$ cat config.mk
export PLATFORM = sky130hd
export DESIGN_NAME = twif_ctrl
export DESIGN_NICKNAME = d
export VERILOG_FILES = /design/src/hw/rtl/twif_pkg.sv /design/src/hw/rtl/twif_ctrl.sv
export SDC_FILE = /design/constraint.sdc
export NUM_CORES = 1
export LEC_CHECK = 0
export BUFFER_PORTS_ARGS = -buffer_cell sky130_fd_sc_hd__buf_2
export CORE_MARGIN = 1
export CORE_UTILIZATION = 53
export CTS_CLUSTER_SIZE = 25
export DETAILED_ROUTE_END_ITERATION = 10
export PLACE_DENSITY = 0.81
export SYNTH_ARGS = -nofsm -noshare
export SYNTH_HDL_FRONTEND = slang
export SYNTH_SLANG_ARGS = --single-unit
$ cat constraint.sdc
create_clock -name clk -period 1.9 [get_ports clk]
set_input_delay 0.19 -clock clk [delete_from_list [all_inputs] [get_ports clk]]
set_output_delay 0.19 -clock clk [all_outputs]
set_load 0.005 [all_outputs]
$ cat src/hw/rtl/twif_pkg.sv
// Shared types, constants and factor tables for the trade window impact factors unit
`timescale 1ns / 1ps
package twif_pkg;

    localparam int DEF_HISTORY_DEPTH = 256;
    localparam int DEF_PRICE_BITS    = 32;
    localparam int DEF_VOLUME_BITS   = 32;

    localparam int NUM_FACTORS = 12;
    localparam int FACTOR_W    = 4;
    localparam int VALUE_W     = 48;
    localparam int QUOT_W      = 48;
    localparam int NUM_WINDOWS = 4;
    // deepest age any window reaches is lag 2 plus 128 trades
    localparam int SCAN_AGES   = 130;
    localparam int OFI_W       = 40;

    localparam logic [FACTOR_W-1:0] LAST_INDEX = FACTOR_W'(NUM_FACTORS - 1);
    localparam logic [OFI_W-1:0]    OFI_RATIO  = 40'd1000000000000;

    localparam logic       ACT_ADD    = 1'b0;
    localparam logic       ACT_UPDATE = 1'b1;
    localparam logic [1:0] SIDE_BUY   = 2'd0;
    localparam logic [1:0] SIDE_SELL  = 2'd1;

    localparam int WIN_LEN [NUM_WINDOWS] = '{16, 32, 64, 128};
    localparam int WIN_LAG [NUM_WINDOWS] = '{0, 0, 1, 2};

    typedef enum logic [1:0] {
        KIND_IMPACT,
        KIND_MID,
        KIND_OFI,
        KIND_ABSORB
    } kind_t;

    typedef enum logic [1:0] {
        JOB_OFI,
        JOB_NUM,
        JOB_DEN,
        JOB_DEN2
    } mul_job_t;

    typedef enum logic [3:0] {
        OP_NONE,
        OP_WRITE,
        OP_SCAN_INIT,
        OP_SCAN,
        OP_LOAD,
        OP_MUL_START,
        OP_MUL_STEP,
        OP_MUL_STORE,
        OP_DIV_INIT,
        OP_DIV_STEP,
        OP_OUT
    } dp_op_t;

    typedef struct packed {
        dp_op_t              op;
        mul_job_t            job;
        logic [FACTOR_W-1:0] fidx;
        logic                zero;
    } dp_cmd_t;

    typedef struct packed {
        logic scan_done;
        logic mul_done;
        logic div_done;
        logic short_win;
        logic ofi_zero;
        logic out_free;
    } dp_status_t;

    function automatic kind_t fac_kind(input logic [FACTOR_W-1:0] idx);
        kind_t k;
        case (idx)
            4'd0, 4'd1, 4'd2, 4'd3: k = KIND_IMPACT;
            4'd4, 4'd5, 4'd6, 4'd7: k = KIND_MID;
            4'd8, 4'd9:             k = KIND_OFI;
            default:                k = KIND_ABSORB;
        endcase
        return k;
    endfunction

    function automatic logic [1:0] fac_win(input logic [FACTOR_W-1:0] idx);
        logic [1:0] w;
        if (idx < 4'd8)
            w = idx[1:0];
        else
            w = {1'b0, idx[0]};
        return w;
    endfunction

endpackage

$ cat src/hw/rtl/twif_ctrl.sv
// Controller: sequences the scan and the per-factor multiply and divide steps
`timescale 1ns / 1ps
module twif_ctrl (
    input  logic                 clk,
    input  logic                 rst_n,
    input  logic                 in_valid,
    input  logic                 in_action,
    output logic                 in_ready,
    output twif_pkg::dp_cmd_t    cmd,
    input  twif_pkg::dp_status_t status
);
    import twif_pkg::*;

    typedef enum logic [3:0] {
        S_IDLE,
        S_SCAN_INIT,
        S_SCAN,
        S_LOAD,
        S_CHK,
        S_MSTART,
        S_MRUN,
        S_OFICHK,
        S_DIVINIT,
        S_DIV,
        S_OUT
    } state_t;

    state_t              state_reg, state_next;
    logic [FACTOR_W-1:0] fidx_reg, fidx_next;
    mul_job_t            job_reg, job_next;
    logic                zero_reg, zero_next;
    kind_t               kind;

    assign kind     = fac_kind(fidx_reg);
    assign in_ready = state_reg == S_IDLE;

    always_comb
    begin
        state_next = state_reg;
        fidx_next  = fidx_reg;
        job_next   = job_reg;
        zero_next  = zero_reg;
        cmd.op     = OP_NONE;
        cmd.job    = job_reg;
        cmd.fidx   = fidx_reg;
        cmd.zero   = zero_reg;
        unique case (state_reg)
            S_IDLE:
            begin
                if (in_valid)
                begin
                    if (in_action == ACT_UPDATE)
                        state_next = S_SCAN_INIT;
                    else
                        cmd.op = OP_WRITE;
                end
            end
            S_SCAN_INIT:
            begin
                cmd.op     = OP_SCAN_INIT;
                state_next = S_SCAN;
            end
            S_SCAN:
            begin
                if (status.scan_done)
                begin
                    fidx_next  = '0;
                    state_next = S_LOAD;
                end
                else
                    cmd.op = OP_SCAN;
            end
            S_LOAD:
            begin
                cmd.op     = OP_LOAD;
                state_next = S_CHK;
            end
            S_CHK:
            begin
                zero_next = status.short_win;
                if (status.short_win)
                    state_next = S_OUT;
                else
                begin
                    job_next   = (kind == KIND_OFI) ? JOB_OFI : JOB_NUM;
                    state_next = S_MSTART;
                end
            end
            S_MSTART:
            begin
                cmd.op     = OP_MUL_START;
                state_next = S_MRUN;
            end
            S_MRUN:
            begin
                if (!status.mul_done)
                    cmd.op = OP_MUL_STEP;
                else
                begin
                    cmd.op = OP_MUL_STORE;
                    unique case (job_reg)
                        JOB_OFI: state_next = S_OFICHK;
                        JOB_NUM:
                        begin
                            job_next   = JOB_DEN;
                            state_next = S_MSTART;
                        end
                        JOB_DEN:
                        begin
                            if (kind == KIND_MID)
                            begin
                                job_next   = JOB_DEN2;
                                state_next = S_MSTART;
                            end
                            else
                                state_next = S_DIVINIT;
                        end
                        JOB_DEN2: state_next = S_DIVINIT;
                    endcase
                end
            end
            S_OFICHK:
            begin
                if (status.ofi_zero)
                begin
                    zero_next  = 1'b1;
                    state_next = S_OUT;
                end
                else
                begin
                    job_next   = JOB_NUM;
                    state_next = S_MSTART;
                end
            end
            S_DIVINIT:
            begin
                cmd.op     = OP_DIV_INIT;
                state_next = S_DIV;
            end
            S_DIV:
            begin
                if (status.div_done)
                    state_next = S_OUT;
                else
                    cmd.op = OP_DIV_STEP;
            end
            S_OUT:
            begin
                if (status.out_free)
                begin
                    cmd.op = OP_OUT;
                    if (fidx_reg == LAST_INDEX)
                        state_next = S_IDLE;
                    else
                    begin
                        fidx_next  = fidx_reg + 1'b1;
                        state_next = S_LOAD;
                    end
                end
            end
            default: state_next = S_IDLE;
        endcase
    end

    always_ff @(posedge clk or negedge rst_n)
    begin
        if (!rst_n)
        begin
            state_reg <= S_IDLE;
            fidx_reg  <= '0;
            job_reg   <= JOB_NUM;
            zero_reg  <= 1'b0;
        end
        else
        begin
            state_reg <= state_next;
            fidx_reg  <= fidx_next;
            job_reg   <= job_next;
            zero_reg  <= zero_next;
        end
    end

endmodule

* Word-level counts from Yosys, hierarchy flattened
Memory sizes are Yosys's and may differ from the RTL's. Cells that the tools add are included.
Storage, ports and cells: RAM bits 0, bits in read-only memories 32, input bits 10, bits in registers 11, word-level logic and storage cells 75, bits in latches 0, memories kept 1
Cells by class: $mul 0, div/mod/pow operators 0, add/sub/neg operators 1, mux-type cells 32, bitwise gates (word level) 0, shift-type cells 0, reductions and logical operators 9, equal/unequal tests 28, order comparisons 0
Memories:
- (name not given) | words 16, width 2, rd ports 1, clocked after Yosys merged registers in 0, write ports 0, line twif_pkg.sv:75 | case (idx)
Operators by type and width (number):
- $mux 4 | 14
- $pmux 4 s11 | 1
- $pmux 4 s9 | 1
- $ne 2x2->1 const B | 10
- $eq 4x3->1 const B | 4
- $eq 4x4->1 const B | 4
- $pmux 4 s4 | 1
- $mux 2 | 6
- $reduce_and 6->1 | 2
- $eq 4x2->1 const B | 2
- $pmux 4 s2 | 1
- $eq 2x2->1 const B | 3
- $pmux 2 s3 | 1
- $mux 1 | 5
- $add 4x1->4 const B | 1
- $eq 2x1->1 const B | 2
- $eq 4x1->1 const B | 1
- $logic_not 4->1 | 1
- $pmux 2 s2 | 1
- $reduce_and 4->1 | 1
- $reduce_bool 2->1 | 2
- $ne 3x2->1 const B | 1
- $ne 3x3->1 const B | 1
- $reduce_bool 3->1 | 1
- other kinds (3) | 3

* Logic depth before layout (Yosys ltp)
Gate-level depths: netlist (run 1). An unclocked memory read counts as a cell.
depth after elaboration 6, mapped depth 6

* Worst setup path after synthesis (run 1)
Ideal clock, no wire load.
kind register to register, start point reg fidx_reg[0], end point reg fidx_reg[3], arrival 1.406 ns, clock period less this slack 1.497 ns, setup slack 0.403 ns, cell stages (with the launch flop) 6, required time 1.808 ns, path through dfrtp_1 -> ha_1 -> nand4b_1 -> nand4_4 -> or2_1 -> o31ai_2
Between the ends: word-level cells in the longest chain between the ends 4, elaborated cells on any way between the ends 7, classes of those cells add/sub (1); eq/ne (2); mux (3); reduce/logical (1)
Ends and longest elaborated chain:
- start, declared | line twif_ctrl.sv:29 | logic [FACTOR_W-1:0] fidx_reg, fidx_next;
- start signal, assigned | line twif_ctrl.sv:177 | fidx_reg <= fidx_next;
- $add 4x1->4 | line twif_ctrl.sv:156 | fidx_next = fidx_reg + 1'b1;
- $mux 4 | line twif_ctrl.sv:152 | if (fidx_reg == LAST_INDEX)
- $mux 4 | line twif_ctrl.sv:149 | if (status.out_free)
- $pmux 4 s2 | line twif_ctrl.sv:47 | unique case (state_reg)
Parallel ways exist; a longest one is shown, timed or not. The select of a mux whose other input is x is not followed. A chain may end at the register's enable or synchronous reset.

==> results.md, run 1 <==
* Outcome: complete, no violations
* Tmin final at 1.85 ns
* Clock Root Buffer: clkbuf_4
* Area grow syn2layout at 21.9%
* Register area at approximately 280 um^2
* Gr ovfl total at 0
* # port buffers at 21
* Slew Limit Fails at 0
* Final worst slack at about 0.049 ns
* Number of fill cells in the layout at 150
* Synth cell types at between 50 and 60
* WL met2 at around 1400 um
* Cts bufs inserted at 3
* Crit path max-delay family: flip-flops
* Initial antenna violation count at 0
* #FFs+latches synth at 11
* DRC Markers at 0
* Min-delay worst type: in -> reg
* Peak VDD IR at between 800 and 900 uV
* Yosys warnings at 0
* Multi-input gate area at just under 700 um^2
* Power, Total at approximately 1.9 mW
* Post-Place Setup Slack at 0.234 ns
* Leak at approximately 0.53 nW
* Fin cells at approximately 180
* WS Path Type: reg -> out
* Worst-margin pin slew at 0.590 ns
* DR WL/cell at 15.8 um
* PwrDens at between 1500 and 2000 mW/mm^2
* Antenna diodes at 0
* Final Cycle Share at 0.974
* Post-route ant nets at 0
* Final setup violating endpoints at 0
* Most common cell after layout, fill and taps aside: buf_2
* Largest net degree at the start of global routing at 16
* Clk sinks at 11
* Nature of the critical path startpoint: flip-flop
* Synthesized area per cell at about 8.3 um^2
* Mapped Nets at 134
* Placed Area at between 0.001 and 0.0015 mm^2
* Placed Instances at about 170
* Crit Path Max Fanout at 15
* CTS Buffer Depth at 2
* Initial drt markers at 33
* Slowest-stage cell, CP: dfrtp_2
* Clock skew at slightly below 0.008 ns
* Post-synth top area share at 0.246
* Clock Pin Slew Worst Setup and Hold Paths at roughly 0.07 ns
* Drt via density at 6.21
* Worst EP required at ~1.7 ns
* CTS H-tree lvls at 1
* Vias in the first global route at 929
* Post-synth top area cell: dfrtp_1
* Num rows at 15
* Final instance area at 0.00124 mm^2
* WL met3 at approximately 160 um
* CP cell instances: nand2b_4 > o21ai_0 > a21oi_1 > o211ai_1 > buf_2
* Max-slew headroom at the worst pin at 0.606
* Layout cells sized above 1 at 0.353
* I/O pins at 22
* Die height at between 40 and 50 um
* Async SR Flop Fraction at 1.00
* CP Capture Type: primary output
* Top cells by area, synth: dfrtp_1, o21ai_0, a31oi_1
* Most frequent cells in the layout: buf_2, buf_4, o21ai_0
* Routed WL at ~2800 um
* Starting Density at 0.577
* Chip width at ~46 um
* Global-route wire length before repair at 4220 um
* Critical path buffers and inverters at 1
* HPWL Detailed at approximately 1900 um
* Clk_lat worst skew at about 0.28 ns
* Max layer used: met3
* Metal-1 WL at between 1000 and 1500 um
* Core area at between 0.0015 and 0.002 mm^2
* GRT Total Usage at 0.284
* Final hold vios at 0
* Gpl congestion at 0.905
* Seq/Total Area, Yosys at 0.272
* Crit path largest cell delay at around 0.54 ns
* Worst hold slack at roughly 0.2 ns
* Post-Synthesis Cell Area at slightly above 0.001 mm^2
* Max Clock Freq at 0.540 GHz
* Die footprint at 0.00210 mm^2
* Max cap viols at 0
* First-pass DRT Iterations at 4
* Nets at roughly 160
* Number of synthesized flops with an enable pin at 0
* Top_reg_cell synth: dfrtp_1
* CTS tree: built
* Total vias in the final route at 1087
* Syn Inst Count at ~120
* Critical Path AT at around 1.7 ns
## cell usage after synthesis, types with 3 or more instances
library cell	instances
nor2_1	8
a31oi_1	6
nor3_1	3
a21oi_1	5
nand2_1	5
dfrtp_1	10
nand2b_1	6
o21ai_1	4
inv_1	5
buf_4	3
nand3_1	4
or3_1	3
buf_2	6
nor2b_1	5
o21ai_0	10
## worst min-delay path: stages
cell	delay, ns
buf_2	0.10
inv_1	0.05
nand2_1	0.05
o21ai_1	0.05
## timing repair
item / in CTS / in global routing
endpoints found under the hold margin: 10 / 0
setup buffers: 0 / 4
gates resized for setup: 3 / 6
setup endpoints to repair: 2 / 2
hold buffers: 1 / 0
gates cloned: 0 / 0
## final cells by class
cell class | count | area share
clock buffers | 4 | 0.0212
inverters | 5 | 0.0151
multi-input cells | 97 | 0.552
flip-flops and latches | 11 | 0.227
well taps | 25 | 0.0252
repair buffers | 33 | 0.159
## power breakdown
group          total [mW]  internal, mW  switching [mW]
clock network       0.164        0.0815          0.0824
logic                1.19         0.583           0.611
registers           0.516         0.323           0.193
## path summary, 6_finish.rpt
| check | start | to | slack, ns | cells past startpoint |
|---|---|---|---|---|
| min in group asynchronous | rst_n | fidx_reg[2] | 0.31 | 2 |
| max in group asynchronous | rst_n | job_reg[0] | 1.31 | 2 |
| worst min-delay path | status[4] | state_reg[2] | 0.20 | 4 |
| worst max register to register | state_reg[1] | state_reg[1] | 0.19 | 6 |
| worst max-delay path | state_reg[0] | cmd[7] | 0.05 | 5 |
| worst min register to register | fidx_reg[0] | fidx_reg[0] | 0.54 | 1 |
## cells by family (layout without fill, tap and decap cells)
family                     count (synthesis)  after routing  share of synthesized area
and+or+nand+nor                           50             50                      0.312
AOI/OAI and AO/OA                         44             44                      0.299
buffers and inverters                     15             42                     0.0812
DFF                                       11             11                      0.272
adders and majority gates                  1              1                     0.0123
xor gates and xnor gates                   1              1                    0.00861
muxes                                      1              1                     0.0148
## layer usage
metal,vias to the layer above,GRT usage
li1,518,-
met1,532,0.398
met2,37,0.443
met3,0,0.0754
met4,0,0.0529
met5,-,0
## metrics by stage
stage / utilization / setup TNS (ns)
after detailed placement: 0.648 / 0
after global routing: 0.703 / -0.0757
after floorplan: - / 0
final: 0.703 / 0
after global placement: 0.648 / 0
after CTS: 0.673 / 0
No activity file was read; power rests on OpenSTA's default activity.
==> inputs of run 2 (changes only) <==
--- a/config.mk
+++ b/config.mk
@@ -6,10 +6,12 @@
 export NUM_CORES = 1
 export LEC_CHECK = 0
 export BUFFER_PORTS_ARGS = -buffer_cell sky130_fd_sc_hd__buf_2
+export CAP_MARGIN = 20
 export CORE_MARGIN = 1
 export CORE_UTILIZATION = 53
 export CTS_CLUSTER_SIZE = 25
 export DETAILED_ROUTE_END_ITERATION = 10
+export MAX_ROUTING_LAYER = met4
 export PLACE_DENSITY = 0.81
 export SYNTH_ARGS = -nofsm -noshare
 export SYNTH_HDL_FRONTEND = slang
==> run 2 against run 1 <==
  * Non-clock buffer count is 1 lower
  * Power is 2.3% lower
  * Clock skew down 0.00095 ns
  * Critical path depth shrank 1
  * Critical path type unchanged
  * Global-route usage increased by 0.76 points
  * Largest cell class unchanged
  * Via count up 0.55%
  * Die area stayed put
  * Worst hold slack improved by 0.013 ns
  * Register-to-register slack better by 0.04 ns
  * Final cell count fell by 0.57%
==> results.md, run 2 (synthesis results as in run 1) <==
* Clock skew at around 0.0069 ns
* Gpl congestion at approximately 0.9
* HPWL Detailed at ~1900 um
* CTS Buffer Depth at 2
* Tmin final at around 1.8 ns
* Most common cell after layout, fill and taps aside: buf_2
* Final core occ at 0.697
* Outcome: complete, no violations
* DR WL/cell at ~16 um
* Worst EP required at around 1.7 ns
* Crit path largest cell delay at just over 0.5 ns
* Final hold vios at 0
* Placed Instances at 166
* Crit Path Max Fanout at 12
* Chip width at between 40 and 50 um
* Clk_lat worst skew at 0.27 ns
* Routed WL at ~2700 um
* Fin cells at about 170
* DRC Markers at 0
* Max-slew headroom at the worst pin at 0.606
* Critical Path AT at roughly 1.6 ns
* Vias in the first global route at ~930
* Cts bufs inserted at 3
* Post-Place Setup Slack at roughly 0.23 ns
* Final Cycle Share at 0.946
* Number of fill cells in the layout at 154
* Max cap viols at 0
* Initial drt markers at 22
* Total vias in the final route at ~1100
* Final worst slack at about 0.10 ns
* Slew Limit Fails at 0
* Nature of the critical path startpoint: flip-flop
* Die height at 45.8 um
* CTS tree: built
* I/O pins at 22
* Gr ovfl total at 0
* Max Clock Freq at between 0.5 and 0.6 GHz
* Post-route ant nets at 0
* Peak VDD IR at 824 uV
* Sum Neg Setup Slack at 0 ns
* Global-route wire length before repair at ~4200 um
* Num rows at 15
* GRT Total Usage at 0.292
* Core area at approximately 0.0018 mm^2
* Clock Pin Slew Worst Setup and Hold Paths at roughly 0.07 ns
* Area grow syn2layout at 20.9%
* Drt via density at between 6 and 7
* Crit path max-delay family: simple AND/OR/NAND/NOR gates
* Critical path buffers and inverters at 1
* Worst-margin pin slew at between 0.5 and 0.6 ns
* First-pass DRT Iterations at 4
* Largest net degree at the start of global routing at 16
* Starting Density at 0.577
* Clk sinks at 11
* Layout cells sized above 1 at 0.349
* Slowest-stage cell, CP: dfrtp_2
* Antenna diodes at 0
* Most frequent cells in the layout: buf_2, o21ai_0, buf_4
* CTS H-tree lvls at 1
* Initial antenna violation count at 0
* CP cell instances: nand2b_1 > or3_4 > o211ai_1 > buf_2
* Final setup violating endpoints at 0
* WS Path Type: reg -> out
* Die footprint at ~0.0021 mm^2
* Nets at about 160
* Clock Root Buffer: clkbuf_4
* Min-delay worst type: in -> reg
* PwrDens at about 1500 mW/mm^2
* # port buffers at 21
* Leak at 0.523 nW
* CP Capture Type: primary output
run 2: layout make-up:
type | instances | area, um^2 | share of cell area
clock buffers | 4 | 26.3 | 0.0214
flip-flops and latches | 11 | 282 | 0.229
multi-input cells | 97 | 682 | 0.554
well taps | 25 | 31.3 | 0.0254
inverters | 5 | 18.8 | 0.0153
repair buffers | 32 | 190 | 0.155
run 2: power breakdown:
| part | total (mW) | internal (mW) | switching [mW] |
|---|---|---|---|
| logic | 1.16 | 0.560 | 0.598 |
| registers | 0.511 | 0.324 | 0.188 |
| clock network | 0.163 | 0.0814 | 0.0811 |
| total | 1.83 | 0.965 | 0.867 |
run 2: worst min-delay path, stage by stage:
cell and delay, ns:
buf_2 0.10, inv_1 0.05, nand2_1 0.06, o21ai_1 0.06
run 2: final timing paths:
| kind | depth (start not counted) | end | startpoint | slack [ns] |
|---|---|---|---|---|
| min in group asynchronous | 2 | fidx_reg[2] | rst_n | 0.32 |
| max in group asynchronous | 2 | job_reg[0] | rst_n | 1.31 |
| worst max-delay path | 4 | cmd[7] | state_reg[1] | 0.10 |
| worst min register to register | 1 | fidx_reg[0] | fidx_reg[0] | 0.54 |
| worst max register to register | 4 | state_reg[1] | state_reg[3] | 0.23 |
| worst min-delay path | 4 | state_reg[2] | status[4] | 0.21 |
run 2: metrics by stage:
step / area [um^2] / hold slack [ns] / power (mW)
2_1_floorplan: 1020 / -0.106 / 1.25
3_3_place_gp: 1140 / 0.0712 / 1.50
3_5_place_dp: 1140 / 0.0758 / 1.53
4_1_cts: 1190 / 0.201 / 1.72
5_1_grt: 1230 / 0.206 / 1.98
6_report: 1230 / 0.212 / 1.83
run 2: metal layers:
layer  GRT usage  vias up  share of wire
met5           -        -              0
li1            -      513              -
met3      0.0754        4          0.061
met2       0.446       49           0.49
met4      0.0529        0         0.0063
met1       0.393      527           0.44
run 2: repair_timing:
action,4_1_cts,5_1_grt
hold buffers,1,0
cloned,0,0
resized for setup,3,6
endpoints found under the setup margin,2,2
endpoints found under the hold margin,10,0
pin swaps,0,0
buffers inserted,0,3
